<file path="config.mk">
export PLATFORM = sky130hd
export DESIGN_NAME = gantry_grab_sequencer
export DESIGN_NICKNAME = d
export VERILOG_FILES = /design/src/rtl/ggs_pkg.sv /design/src/rtl/ggs_cfg.sv /design/src/rtl/ggs_pass.sv /design/src/rtl/gantry_grab_sequencer.sv
export SDC_FILE = /design/constraint.sdc
export NUM_CORES = 1
export LEC_CHECK = 0
export BUFFER_PORTS_ARGS = -buffer_cell sky130_fd_sc_hd__buf_2
export CAP_MARGIN = 20
export CELL_PAD_IN_SITES_DETAIL_PLACEMENT = 1
export CELL_PAD_IN_SITES_GLOBAL_PLACEMENT = 2
export CORE_MARGIN = 2
export CORE_UTILIZATION = 38
export CTS_CLUSTER_DIAMETER = 80
export CTS_CLUSTER_SIZE = 8
export DETAILED_ROUTE_END_ITERATION = 6
export GPL_ROUTABILITY_DRIVEN = 1
export PLACE_DENSITY_LB_ADDON = 0.08
export SYNTH_ARGS = -nofsm -noshare
export SYNTH_HDL_FRONTEND = slang
export SYNTH_SLANG_ARGS = --single-unit
export TNS_END_PERCENT = 5
</file>
<file path="constraint.sdc">
create_clock -name clk -period 5.4 [get_ports clk]
set_input_delay 0.54 -clock clk [delete_from_list [all_inputs] [get_ports clk]]
set_output_delay 0.54 -clock clk [all_outputs]
set_load 0.03 [all_outputs]
</file>
<file path="src/rtl/ggs_pkg.sv">
package ggs_pkg;

  localparam int unsigned CFG_IDX_W   = 3;
  localparam int unsigned CFG_DATA_W  = 15;
  localparam int unsigned DUTY_W      = 15;
  localparam int unsigned RAMP_W      = 14;

  // register indexes on the configuration port
  typedef enum logic [CFG_IDX_W-1:0] {
    REG_X_DEBOUNCE    = 3'd0,
    REG_Y_DEBOUNCE    = 3'd1,
    REG_GRAB_DEBOUNCE = 3'd2,
    REG_LOWER_TIME    = 3'd3,
    REG_GRIP_SECONDS  = 3'd4,
    REG_Y_RAMP_SPAN   = 3'd5,
    REG_Y_BASE_DUTY   = 3'd6,
    REG_Z_RUN_DUTY    = 3'd7
  } cfg_reg_t;

  // reset values of the registers
  localparam logic [7:0]        RST_X_DEBOUNCE    = 8'd100;
  localparam logic [7:0]        RST_Y_DEBOUNCE    = 8'd30;
  localparam logic [7:0]        RST_GRAB_DEBOUNCE = 8'd30;
  localparam logic [7:0]        RST_LOWER_TIME    = 8'd65;
  localparam logic [7:0]        RST_GRIP_SECONDS  = 8'd3;
  localparam logic [RAMP_W-1:0] RST_Y_RAMP_SPAN   = 14'd8192;
  localparam logic [RAMP_W-1:0] RST_Y_BASE_DUTY   = 14'h1fff;
  localparam logic [DUTY_W-1:0] RST_Z_RUN_DUTY    = 15'h1fff;

  localparam logic [RAMP_W-1:0] RAMP_MAX  = 14'h3fff;
  localparam logic [3:0]        DEC_BASE  = 4'd10;

  typedef enum logic [2:0] {
    SEQ_IDLE    = 3'd0,
    SEQ_LOWER   = 3'd1,
    SEQ_GRIP    = 3'd2,
    SEQ_RAISE   = 3'd3,
    SEQ_HOME    = 3'd4,
    SEQ_RELEASE = 3'd5
  } seq_t;

  typedef struct packed {
    logic [7:0]        x_debounce;
    logic [7:0]        y_debounce;
    logic [7:0]        grab_debounce;
    logic [7:0]        lower_time;
    logic [7:0]        grip_seconds;
    logic [RAMP_W-1:0] y_ramp_span;
    logic [RAMP_W-1:0] y_base_duty;
    logic [DUTY_W-1:0] z_run_duty;
  } cfg_t;

  typedef struct packed {
    logic ms_tick;
    logic jog_right;
    logic jog_left;
    logic jog_up;
    logic jog_down;
    logic grab_button;
    logic x_origin_switch;
    logic y_origin_switch;
    logic y_end_switch;
    logic z_top_switch;
  } inword_t;

  typedef struct packed {
    logic x_jog;
    logic y_jog;
    logic z_run;
    logic lower;
    logic grip;
    logic done;
    logic home_x;
    logic home_y;
    logic run;
    logic glevel;
  } flags_t;

  typedef struct packed {
    logic z_top;
    logic x_org;
    logic y_org;
    logic y_end;
  } latches_t;

  typedef struct packed {
    logic x_dir;
    logic y_dir;
    logic z_dir;
    logic x_en;
  } dirs_t;

  typedef struct packed {
    logic [7:0]        right_hold;
    logic [7:0]        left_hold;
    logic [7:0]        up_hold;
    logic [7:0]        down_hold;
    logic [7:0]        grab_hold;
    logic [3:0]        ms_units;
    logic [3:0]        tens_ms;
    logic [3:0]        hundreds_ms;
    logic [7:0]        lower_timer;
    logic [7:0]        grip_timer;
    logic              step_phase;
    logic [RAMP_W-1:0] y_ramp;
    seq_t              seq;
    flags_t            flags;
    latches_t          latches;
    dirs_t             dirs;
  } state_t;

  typedef struct packed {
    logic              x_step;
    logic              x_enable;
    logic              x_direction;
    logic              y_direction;
    logic [DUTY_W-1:0] y_duty;
    logic              z_direction;
    logic [DUTY_W-1:0] z_duty;
    logic              gripper_drive;
    logic [2:0]        sequence_step;
  } result_t;

endpackage

</file>
<file path="src/rtl/ggs_cfg.sv">
module ggs_cfg (
  input  logic                          clk,
  input  logic                          rst_n,
  input  logic                          wr_en,
  input  logic [ggs_pkg::CFG_IDX_W-1:0] wr_index,
  input  logic [ggs_pkg::CFG_DATA_W-1:0] wr_data,
  output ggs_pkg::cfg_t                 cfg_o
);
  import ggs_pkg::*;

  cfg_t cfg_r;
  cfg_t cfg_nxt;

  always_comb begin
    cfg_nxt = cfg_r;
    if (wr_en) begin
      unique case (cfg_reg_t'(wr_index))
        REG_X_DEBOUNCE:    cfg_nxt.x_debounce    = wr_data[7:0];
        REG_Y_DEBOUNCE:    cfg_nxt.y_debounce    = wr_data[7:0];
        REG_GRAB_DEBOUNCE: cfg_nxt.grab_debounce = wr_data[7:0];
        REG_LOWER_TIME:    cfg_nxt.lower_time    = wr_data[7:0];
        REG_GRIP_SECONDS:  cfg_nxt.grip_seconds  = wr_data[7:0];
        REG_Y_RAMP_SPAN:   cfg_nxt.y_ramp_span   = wr_data[RAMP_W-1:0];
        REG_Y_BASE_DUTY:   cfg_nxt.y_base_duty   = wr_data[RAMP_W-1:0];
        REG_Z_RUN_DUTY:    cfg_nxt.z_run_duty    = wr_data[DUTY_W-1:0];
        default:           cfg_nxt = cfg_r;
      endcase
    end
  end

  always_ff @(posedge clk) begin
    if (!rst_n) begin
      cfg_r.x_debounce    <= RST_X_DEBOUNCE;
      cfg_r.y_debounce    <= RST_Y_DEBOUNCE;
      cfg_r.grab_debounce <= RST_GRAB_DEBOUNCE;
      cfg_r.lower_time    <= RST_LOWER_TIME;
      cfg_r.grip_seconds  <= RST_GRIP_SECONDS;
      cfg_r.y_ramp_span   <= RST_Y_RAMP_SPAN;
      cfg_r.y_base_duty   <= RST_Y_BASE_DUTY;
      cfg_r.z_run_duty    <= RST_Z_RUN_DUTY;
    end else begin
      cfg_r <= cfg_nxt;
    end
  end

  assign cfg_o = cfg_r;

endmodule

</file>
<file path="src/rtl/ggs_pass.sv">
module ggs_pass (
  input  ggs_pkg::cfg_t    cfg_i,
  input  ggs_pkg::state_t  st_i,
  input  ggs_pkg::inword_t in_i,
  output ggs_pkg::state_t  st_o,
  output ggs_pkg::result_t res_o
);
  import ggs_pkg::*;

  state_t            s;
  logic [DUTY_W-1:0] y_duty_c;
  logic [DUTY_W-1:0] z_duty_c;

  // next state of one control pass
  always_comb begin
    s        = st_i;
    y_duty_c = '0;
    z_duty_c = '0;

    // x jog debounce
    if (in_i.jog_right) begin
      s.left_hold = '0;
      if (s.right_hold >= cfg_i.x_debounce) begin
        s.dirs.x_en   = 1'b1;
        s.dirs.x_dir  = 1'b0;
        s.flags.x_jog = 1'b1;
      end else begin
        s.right_hold = s.right_hold + 8'd1;
      end
    end else if (in_i.jog_left) begin
      s.right_hold = '0;
      if (!s.latches.x_org) begin
        if (s.left_hold >= cfg_i.x_debounce) begin
          s.dirs.x_en   = 1'b1;
          s.dirs.x_dir  = 1'b1;
          s.flags.x_jog = 1'b1;
        end else begin
          s.left_hold = s.left_hold + 8'd1;
        end
      end else begin
        s.dirs.x_en = 1'b0;
      end
    end else begin
      s.right_hold  = '0;
      s.left_hold   = '0;
      s.flags.x_jog = 1'b0;
    end

    // y jog debounce
    if (in_i.jog_up) begin
      s.down_hold = '0;
      if (!s.latches.y_end) begin
        if (s.up_hold >= cfg_i.y_debounce) begin
          s.dirs.y_dir  = 1'b1;
          s.flags.y_jog = 1'b1;
        end else begin
          s.up_hold = s.up_hold + 8'd1;
        end
      end else begin
        s.y_ramp      = '0;
        s.flags.y_jog = 1'b0;
      end
    end else if (in_i.jog_down) begin
      s.up_hold = '0;
      if (!s.latches.y_org) begin
        if (s.down_hold >= cfg_i.y_debounce) begin
          s.dirs.y_dir  = 1'b0;
          s.flags.y_jog = 1'b1;
        end else begin
          s.down_hold = s.down_hold + 8'd1;
        end
      end else begin
        s.y_ramp      = '0;
        s.flags.y_jog = 1'b0;
      end
    end else begin
      s.up_hold     = '0;
      s.down_hold   = '0;
      s.flags.y_jog = 1'b0;
    end

    // y ramp
    if (s.flags.y_jog || s.flags.home_y) begin
      if (s.y_ramp <= cfg_i.y_ramp_span && s.y_ramp != RAMP_MAX) begin
        s.y_ramp = s.y_ramp + 14'd1;
      end
      y_duty_c = {1'b0, cfg_i.y_base_duty} + {1'b0, s.y_ramp};
    end else begin
      if (s.y_ramp != '0) begin
        s.y_ramp = s.y_ramp - 14'd1;
      end
      y_duty_c = {1'b0, s.y_ramp};
    end

    // grab sequence
    unique case (s.seq)
      SEQ_IDLE: begin
        s.flags.run = 1'b0;
        if (in_i.grab_button) begin
          if (s.grab_hold >= cfg_i.grab_debounce) begin
            s.seq = SEQ_LOWER;
          end else begin
            s.grab_hold = s.grab_hold + 8'd1;
          end
        end else begin
          s.grab_hold = '0;
        end
        s.latches.z_top = 1'b0;
      end
      SEQ_LOWER: begin
        s.dirs.z_dir = 1'b1;
        if (!s.flags.run) begin
          s.flags.run   = 1'b1;
          s.flags.z_run = 1'b1;
          s.flags.lower = 1'b1;
        end else if (!s.flags.lower) begin
          s.flags.run   = 1'b0;
          s.flags.z_run = 1'b0;
          s.seq         = SEQ_GRIP;
        end
      end
      SEQ_GRIP: begin
        s.flags.grip = 1'b1;
        if (s.flags.done) begin
          s.seq = SEQ_RAISE;
        end
      end
      SEQ_RAISE: begin
        s.dirs.z_dir = 1'b0;
        if (!s.flags.run) begin
          s.flags.run   = 1'b1;
          s.flags.z_run = 1'b1;
        end else if (s.latches.z_top) begin
          s.flags.run   = 1'b0;
          s.flags.z_run = 1'b0;
          s.seq         = SEQ_HOME;
        end
      end
      SEQ_HOME: begin
        if (!s.flags.run) begin
          s.flags.run    = 1'b1;
          s.flags.home_x = 1'b1;
          s.flags.home_y = 1'b1;
          s.dirs.x_en    = 1'b1;
          s.dirs.x_dir   = 1'b1;
          s.dirs.y_dir   = 1'b0;
        end else begin
          if (s.latches.x_org) begin
            s.flags.home_x = 1'b0;
            s.dirs.x_en    = 1'b0;
          end
          if (s.latches.y_org) begin
            s.flags.home_y = 1'b0;
            s.y_ramp       = '0;
            y_duty_c       = '0;
          end
          if (!s.flags.home_x && !s.flags.home_y) begin
            s.flags.run = 1'b0;
            s.seq       = SEQ_RELEASE;
          end
        end
      end
      SEQ_RELEASE: begin
        s.flags.grip = 1'b0;
        s.seq        = SEQ_IDLE;
      end
      default: begin
      end
    endcase

    z_duty_c = s.flags.z_run ? cfg_i.z_run_duty : '0;

    // 1 ms tick work
    if (in_i.ms_tick) begin
      s.latches.z_top = in_i.z_top_switch;
      s.latches.x_org = in_i.x_origin_switch;
      s.latches.y_org = in_i.y_origin_switch;
      s.latches.y_end = in_i.y_end_switch;

      s.ms_units = s.ms_units + 4'd1;
      if (s.ms_units >= DEC_BASE) begin
        s.ms_units = '0;
        s.tens_ms  = s.tens_ms + 4'd1;
      end
      if (s.tens_ms >= DEC_BASE) begin
        s.tens_ms     = '0;
        s.hundreds_ms = s.hundreds_ms + 4'd1;
        if (s.flags.lower) begin
          s.lower_timer = s.lower_timer + 8'd1;
          if (s.lower_timer >= cfg_i.lower_time) begin
            s.lower_timer = '0;
            s.flags.lower = 1'b0;
          end
        end
      end
      if (s.hundreds_ms >= DEC_BASE) begin
        s.hundreds_ms = '0;
        if (s.flags.grip) begin
          s.grip_timer = s.grip_timer + 8'd1;
        end
      end

      if (s.flags.x_jog || s.flags.home_x) begin
        s.step_phase = ~s.step_phase;
      end else begin
        s.step_phase = 1'b0;
        s.dirs.x_en  = 1'b0;
      end

      if (s.flags.grip) begin
        // coil on for the first three ms of every five
        s.flags.glevel = (s.ms_units < 4'd3) ||
                         (s.ms_units >= 4'd5 && s.ms_units < 4'd8);
        if (s.grip_timer >= cfg_i.grip_seconds) begin
          s.grip_timer = '0;
          s.flags.done = 1'b1;
        end
      end else begin
        s.flags.glevel = 1'b0;
        s.flags.done   = 1'b0;
        s.grip_timer   = '0;
      end
    end
  end

  // result word from the state at the end of the pass
  always_comb begin
    res_o.x_step        = s.step_phase;
    res_o.x_enable      = s.dirs.x_en;
    res_o.x_direction   = s.dirs.x_dir;
    res_o.y_direction   = s.dirs.y_dir;
    res_o.y_duty        = y_duty_c;
    res_o.z_direction   = s.dirs.z_dir;
    res_o.z_duty        = z_duty_c;
    res_o.gripper_drive = s.flags.glevel;
    res_o.sequence_step = s.seq;
  end

  assign st_o = s;

endmodule

</file>
<file path="src/rtl/gantry_grab_sequencer.sv">
// channel | direction | handshake           | word
// in_     | input     | in_valid / in_stall | ten switch and tick bits
// out_    | output    | out_valid/out_stall | drive levels, duties, step
// cfg_    | input     | cfg_wr_en           | index and write data
//
// one word per cycle sustained while out_stall is low; an accepted word goes
// through the input register, then the pass logic, into the result register
// the pass logic and the state register close a loop, so back to back
// words see each other's state
// rst_n is synchronous: state idle, config at its reset values
// in_stall rises only when the input and result registers are both full and
// out_stall is high
module gantry_grab_sequencer (
  input  logic                            clk,
  input  logic                            rst_n,

  input  logic                            in_valid,
  output logic                            in_stall,
  input  logic                            in_ms_tick,
  input  logic                            in_jog_right,
  input  logic                            in_jog_left,
  input  logic                            in_jog_up,
  input  logic                            in_jog_down,
  input  logic                            in_grab_button,
  input  logic                            in_x_origin_switch,
  input  logic                            in_y_origin_switch,
  input  logic                            in_y_end_switch,
  input  logic                            in_z_top_switch,

  output logic                            out_valid,
  input  logic                            out_stall,
  output logic                            out_x_step,
  output logic                            out_x_enable,
  output logic                            out_x_direction,
  output logic                            out_y_direction,
  output logic [ggs_pkg::DUTY_W-1:0]      out_y_duty,
  output logic                            out_z_direction,
  output logic [ggs_pkg::DUTY_W-1:0]      out_z_duty,
  output logic                            out_gripper_drive,
  output logic [2:0]                      out_sequence_step,

  input  logic                            cfg_wr_en,
  input  logic [ggs_pkg::CFG_IDX_W-1:0]   cfg_index,
  input  logic [ggs_pkg::CFG_DATA_W-1:0]  cfg_wdata
);
  import ggs_pkg::*;

  cfg_t    cfg;
  inword_t in_r;
  logic    in_vld_r;
  result_t res_r;
  logic    res_vld_r;
  state_t  st_r;
  state_t  st_nxt;
  result_t res_nxt;
  logic    in_take;
  logic    move;

  ggs_cfg u_cfg (
    .clk      (clk),
    .rst_n    (rst_n),
    .wr_en    (cfg_wr_en),
    .wr_index (cfg_index),
    .wr_data  (cfg_wdata),
    .cfg_o    (cfg)
  );

  ggs_pass u_pass (
    .cfg_i (cfg),
    .st_i  (st_r),
    .in_i  (in_r),
    .st_o  (st_nxt),
    .res_o (res_nxt)
  );

  // the buffered word moves into the result register when that slot frees
  assign move     = in_vld_r && (!res_vld_r || !out_stall);
  assign in_stall = in_vld_r && res_vld_r && out_stall;
  assign in_take  = in_valid && !in_stall;

  // control: valid flags and controller state
  always_ff @(posedge clk) begin
    if (!rst_n) begin
      in_vld_r  <= 1'b0;
      res_vld_r <= 1'b0;
      st_r      <= '{seq: SEQ_IDLE, default: '0};
    end else begin
      if (in_take) begin
        in_vld_r <= 1'b1;
      end else if (move) begin
        in_vld_r <= 1'b0;
      end
      if (move) begin
        res_vld_r <= 1'b1;
        st_r      <= st_nxt;
      end else if (!out_stall) begin
        res_vld_r <= 1'b0;
      end
    end
  end

  // payload: no reset
  always_ff @(posedge clk) begin
    if (in_take) begin
      in_r <= '{ms_tick:         in_ms_tick,
                jog_right:       in_jog_right,
                jog_left:        in_jog_left,
                jog_up:          in_jog_up,
                jog_down:        in_jog_down,
                grab_button:     in_grab_button,
                x_origin_switch: in_x_origin_switch,
                y_origin_switch: in_y_origin_switch,
                y_end_switch:    in_y_end_switch,
                z_top_switch:    in_z_top_switch};
    end
    if (move) begin
      res_r <= res_nxt;
    end
  end

  assign out_valid         = res_vld_r;
  assign out_x_step        = res_r.x_step;
  assign out_x_enable      = res_r.x_enable;
  assign out_x_direction   = res_r.x_direction;
  assign out_y_direction   = res_r.y_direction;
  assign out_y_duty        = res_r.y_duty;
  assign out_z_direction   = res_r.z_direction;
  assign out_z_duty        = res_r.z_duty;
  assign out_gripper_drive = res_r.gripper_drive;
  assign out_sequence_step = res_r.sequence_step;

  // the state only advances when a word goes through the pass logic
  a_state_hold: assert property (@(posedge clk) disable iff (!rst_n)
    !move |=> $stable(st_r))
    else $error("controller state changed without a word");

  // a result waiting on a stalled sink is not dropped
  a_res_kept: assert property (@(posedge clk) disable iff (!rst_n)
    res_vld_r && out_stall |=> res_vld_r)
    else $error("stalled result word lost");

  // input side only backs up when both registers are occupied
  a_stall_full: assert property (@(posedge clk) disable iff (!rst_n)
    in_stall |-> (in_vld_r && res_vld_r))
    else $error("input stalled with a free slot");

  // z only driven while lowering or raising
  a_z_run: assert property (@(posedge clk) disable iff (!rst_n)
    res_vld_r && (res_r.z_duty != '0) |->
      (res_r.sequence_step == SEQ_LOWER || res_r.sequence_step == SEQ_RAISE))
    else $error("z drive outside lower or raise");

endmodule
</file>
# After elaboration in Yosys (flattened, before gate mapping)
# Index checks and enable logic that the tools add are counted.
dict set report op_classes {
  order_cmp 14
  shift 0
  n_reduce_logical 41
  bitwise 1
  muxes 121
  n_mul 0
  n_div 0
  n_eq_ne 25
  add_sub_neg 13
}
# cell count
set ops {}
lappend ops {{8-bit 2-to-1 mux} 20}
lappend ops {{14-bit 2-to-1 mux} 10}
lappend ops {{16-bit 2-to-1 mux} 4}
lappend ops {{1-bit 2-to-1 mux} 63}
lappend ops {{15-bit 2-to-1 mux} 4}
lappend ops {{8-bit by 1-bit adder with 8-bit output, second input constant} 7}
lappend ops {{8-bit >= comparator} 7}
lappend ops {{3-bit 2-to-1 mux} 9}
lappend ops {{2-bit AND reduction} 13}
lappend ops {{3-bit == test, second input constant} 6}
lappend ops {{3-bit case mux with 6 select lines} 1}
lappend ops {{17-bit 2-to-1 mux} 1}
lappend ops {{14-bit by 14-bit adder with 15-bit output} 1}
lappend ops {{3-bit AND reduction} 5}
lappend ops {{14-bit by 1-bit adder with 14-bit output, second input constant} 1}
lappend ops {{14-bit less-or-equal comparator} 1}
lappend ops {{14-bit != test, second input constant} 1}
lappend ops {{14-bit nonzero test} 1}
lappend ops {{14-bit by 1-bit subtractor with 14-bit output, second input constant} 1}
lappend ops {{4-bit by 1-bit adder with 4-bit output, second input constant} 3}
lappend ops {{3-bit by 2-bit == test with 1-bit output, second input constant} 4}
lappend ops {{4-bit >= comparator, second input constant} 3}
lappend ops {{3-bit != test, second input constant} 4}
lappend ops {{2-bit by 1-bit != test with 1-bit output, second input constant} 4}
lappend ops {{18 further kinds} 41}
dict set report word_totals {
  word_cells 275
  input_bits 33
  mem_bits_ro 0
  latch_bits 0
  reg_bits 238
  mem_count 0
  out_inout_bits 41
  ramBits 0
}

# Depth between registers and ports, before layout
dict set report logic_depth {
  depth_word 13
  depth_mapped 26
  mapped_depth_nobuf 22
}

# Hierarchy
# From an unflattened synthesis, not the netlist that was laid out.
dict set report hier_totals {
  cells_unflattened 1809
  area_unflattened_um2 15499.9
}
# mod seq_area_each_um2 instances cells_per_inst area_per_inst_um2
set modules_own_cells {}
lappend modules_own_cells {ggs_pass 0.0 1 987 6501.2}
lappend modules_own_cells {gantry_grab_sequencer 3593.4 1 508 5711.7}
lappend modules_own_cells {ggs_cfg 1661.6 1 314 3286.9}

# Least setup slack after synthesis
# OpenSTA, ideal clock, no wires.
dict set report synth_timing {
  kind {reg2reg}
  from {reg in_r[6] (netlist name)}
  to {reg res_r, in the netlist out_y_duty[14], data pin}
  setup_ns 0.267
  period_less_slack_ns 4.725
  arrival_ns 4.458
  path_buffers 3
  required_ns 5.133
  path_slack_ns 0.675
  path_stages_with_launch 25
  path_cell_list {edfxtp_1 nand3b_2 and2_1 clkbuf_1 clkbuf_1 nand2_1 inv_1 ha_1 and3_1 nand4_1 a21o_1 a31oi_1 nor2_1 buf_2 nand2_1 xnor2_1 ha_1 nor2b_1 o31a_1 o211ai_1 a21oi_1 o31a_1 a21o_1 a21oi_1 nor3_1}
}
# item line_no
set synth_lines {}
lappend synth_lines {{start: declaration} gantry_grab_sequencer.sv:49} ;# inword_t in_r;
lappend synth_lines {{start signal: assignment} gantry_grab_sequencer.sv:105} ;# in_r <= '{ms_tick: in_ms_tick,
lappend synth_lines {{end signal: assignment} gantry_grab_sequencer.sv:117} ;# res_r <= res_nxt;
lappend synth_lines {{end: declaration} gantry_grab_sequencer.sv:51} ;# result_t res_r;

==> out/results.ini <==
[yosys]
synth_top_area_cell=dfxtp_1
syn_inst=1603
synth_edf_count=49
syn_area_um2=13280
ys_ff_latch=238
synth_top_area_share=0.2850
yosys_warnings=0
ys_seq_area_frac=0.3959
postSynthAreaPerCell_um2=8.281
syn_nets=1734
async_flop_share=0
synth_area_leaders=dfxtp_1, edfxtp_1, ha_1
synth_flop_cell=dfxtp_1
synth_cell_types=80

[power_and_ir_drop]
p_leak_nw=6.176
power.total_mw=6.751
vdd_drop_max_uv=342.6
cellPowerDensity_nw_per_um2=446.1

[setup_path]
r2r_slack_ps=340
timing.rr.end=out_y_duty[14]
reg2reg_depth=21
crit_type=reg -> reg
cp_max_fo=11
cp.arrival_ps=5310
worstPathRequired_ps=5640
critPathLaunch=in_r[6]
cp-end-kind=flip-flop
crit_end=out_y_duty[14]
reg2reg_from=in_r[6]
startpoint_type=flip-flop

[clock_tree]
cts.sinks=238
cts_hold_buffers=0
clk_latency_ps=540
clockBufferDepth=3
clk_pin_slew_ps=50
htreeDepth=2
cts-root-buf=clkbuf_16
numCtsBuffers=36
cts_tree=yes

[timing]
slew_viol_final=0
worst_slew_pin_slew_ps=1086
hold-worst-slack_ps=185.9
finalCritPeriodShare=0.9379
setup_violations=0
tns_ps=0
clock_skew_ps=15.66
finalHoldViolations=0
slew_headroom=0.2734
period_minus_slack_ps=5065
max_freq_ghz=0.1974
rsz0062_at_grt=no

[global_route]
antenna_found_initial=1
grt_pass1_vias=11580
gr-usage-all-layers=0.2256
overflow=0
grt_max_degree=75
grt_pass1_wl_mm=64.60

[final_layout]
layout-drive-gt1-share=0.1007
design_area_um2=15130
nets=1791
area_delta_synth_final_pct=14.00
diodes=0
fill_cells=4122

[floorplanning]
core_um2=34460
initial_core_util=0.3853
die_area_um2=36450
rows=68
io-pin-count=74
dieHeight_um=190.9
die_width_um=190.9

[routing]
drtAntennaViolNets=0
routed_via_density=5.486
first_pass_iters=5
vias=11710
routed_wl_mm=40.96
dr.first_iter.drc_count=522
drc_errors=0
wl_per_cell_um=19.20

[place]
port_buffers=73
dp_hpwl_mm=29.34
dpl_cell_area_um2=14060
gp_congestion=0.9125

[flow_run]
cap_violations=0

[run_status]
status=completed

[min_path]
hp-class=in -> reg
min_delay_path_depth=1

placed cells by master (no fill, tap or decap), types with 5 or more instances in the layout:
cell type and instances:
buf_4 22, or3_1 6, o21a_1 8, mux2i_1 5, buf_2 73, nor2b_1 32
o211ai_1 28, o21ai_1 5, a211oi_1 9, ha_1 97, o21ai_0 56, nor4_1 8
clkbuf_1 16, nor3_1 39, nand3_1 74, nand4_1 43, nand2_1 261, a21oi_1 125
a31oi_1 12, edfxtp_1 49, clkbuf_16 36, xnor2_1 35, and4_1 8, nand2b_1 18
nand3b_1 7, a22oi_1 5, inv_1 88, nor2_1 122, dfxtp_1 189, and2_1 9
and3_1 32, a21o_1 18, xor2_1 44, a31o_2 5
synth_stat cells, types with 6 or more instances:
cell        n
nand2_1   261
dfxtp_1   189
a21oi_1   125
nor2_1    122
ha_1       97
inv_1      89
nand3_1    74
clkbuf_1   60
o21ai_0    56
edfxtp_1   49
xor2_1     44
nand4_1    43
nor3_1     39
xnor2_1    35
and3_1     32
nor2b_1    32
o211ai_1   28
a21o_1     18
nand2b_1   18
a31oi_1    13
a211oi_1   10
and2_1     10
nor4_1      9
and4_1      8
o21a_1      8
buf_1       7
nand3b_1    7
clkbuf_2    6
mux2i_1     6
or3_1       6
worst max-delay path: stages (launching register included):
cell      delay [ps]
edfxtp_1         480
nand2_1          250
and3_1           370
ha_1             220
and2_1           130
nand4_1          230
nor4_2           420
and3_1           300
nor2_1            80
buf_4            190
xnor2_1          140
ha_1             220
inv_1             70
fa_1             180
nor2b_1           80
o31a_1           270
o211ai_1         230
a21oi_1          140
o31a_1           350
a21o_1           190
a21oi_1          150
nor3_1            70
routing by layer:
metal / global-route usage / share of wire / vias up
met4: 0.06023 / 0.019 / 2
met5: 0 / 0.00032 / -
li1: - / - / 5756
met2: 0.3842 / 0.48 / 143
met1: 0.2975 / 0.47 / 5753
met3: 0.03323 / 0.030 / 53
how the worst min path moves through the flow:
| stage | slack, ps | from | endpoint |
|---|---|---|---|
| final | 190 | in_grab_button | in_r[4] |
| after global routing | 170 | in_grab_button | in_r[4] |
| after CTS | 160 | in_z_top_switch | in_r[0] |
| after detailed placement | 450 | u_cfg.cfg_o[13] | u_cfg.cfg_o[13] |
| after global placement | 440 | u_cfg.cfg_o[14] | u_cfg.cfg_o[14] |
| after floorplan | 430 | u_cfg.cfg_o[13] | u_cfg.cfg_o[13] |
timing repair:
action | in CTS | in global routing
resized for setup | 0 | 7
endpoints found under the hold margin | 0 | 0
setup buffers | 0 | 0
setup endpoints to repair | 0 | 6
metrics by stage:
| stage | setup WS [ps] | cells | util |
|---|---|---|---|
| detailed placement | 189.5 | 2075 | 0.4081 |
| CTS | 149.8 | 2132 | 0.4377 |
| global placement | 357.8 | 2075 | 0.4081 |
| floorplan | 674.7 | 1603 | - |
| finish | 335.4 | 2134 | 0.4392 |
| global route | 10.85 | 2134 | 0.4392 |
where the power goes:
part | switching (mW) | total, mW | internal (mW)
Clock | 0.857 | 2.09 | 1.23
Sequential | 0.105 | 2.12 | 2.02
Combinational | 1.57 | 2.54 | 0.964
Total | 2.53 | 6.75 | 4.22
state kept, by name, summed over array words and instances, names as in the netlist:
name,flops
st_r,104
u_cfg.cfg_o,83
out_y_duty,15
out_z_duty,15
in_r,10
out_sequence_step,3
in_vld_r,1
out_gripper_drive,1
out_valid,1
out_x_direction,1
out_x_enable,1
out_x_step,1
out_y_direction,1
out_z_direction,1
cells by family after synthesis:
kind of cell	count (synthesis)	synth area share
AOI/OAI and AO/OA	326	0.1539
xor gates and xnor gates	82	0.05580
adders and majority gates	98	0.09293
buffers and inverters	167	0.04863
DFF	238	0.3959
muxes	10	0.007917
and+or+nand+nor	682	0.2450
final cells by class:
type	instances	area, um2	share of cell area
multi-input combinational	1198	7412	0.4898
tap	455	569.3	0.03762
timing repair buffer	96	538.0	0.03555
inverter	90	339.1	0.02241
clock inverter	5	58.81	0.003886
clock buffer	52	960.9	0.06350
sequential	238	5255	0.3473
Note: power is estimated with default switching activity, not from simulation.
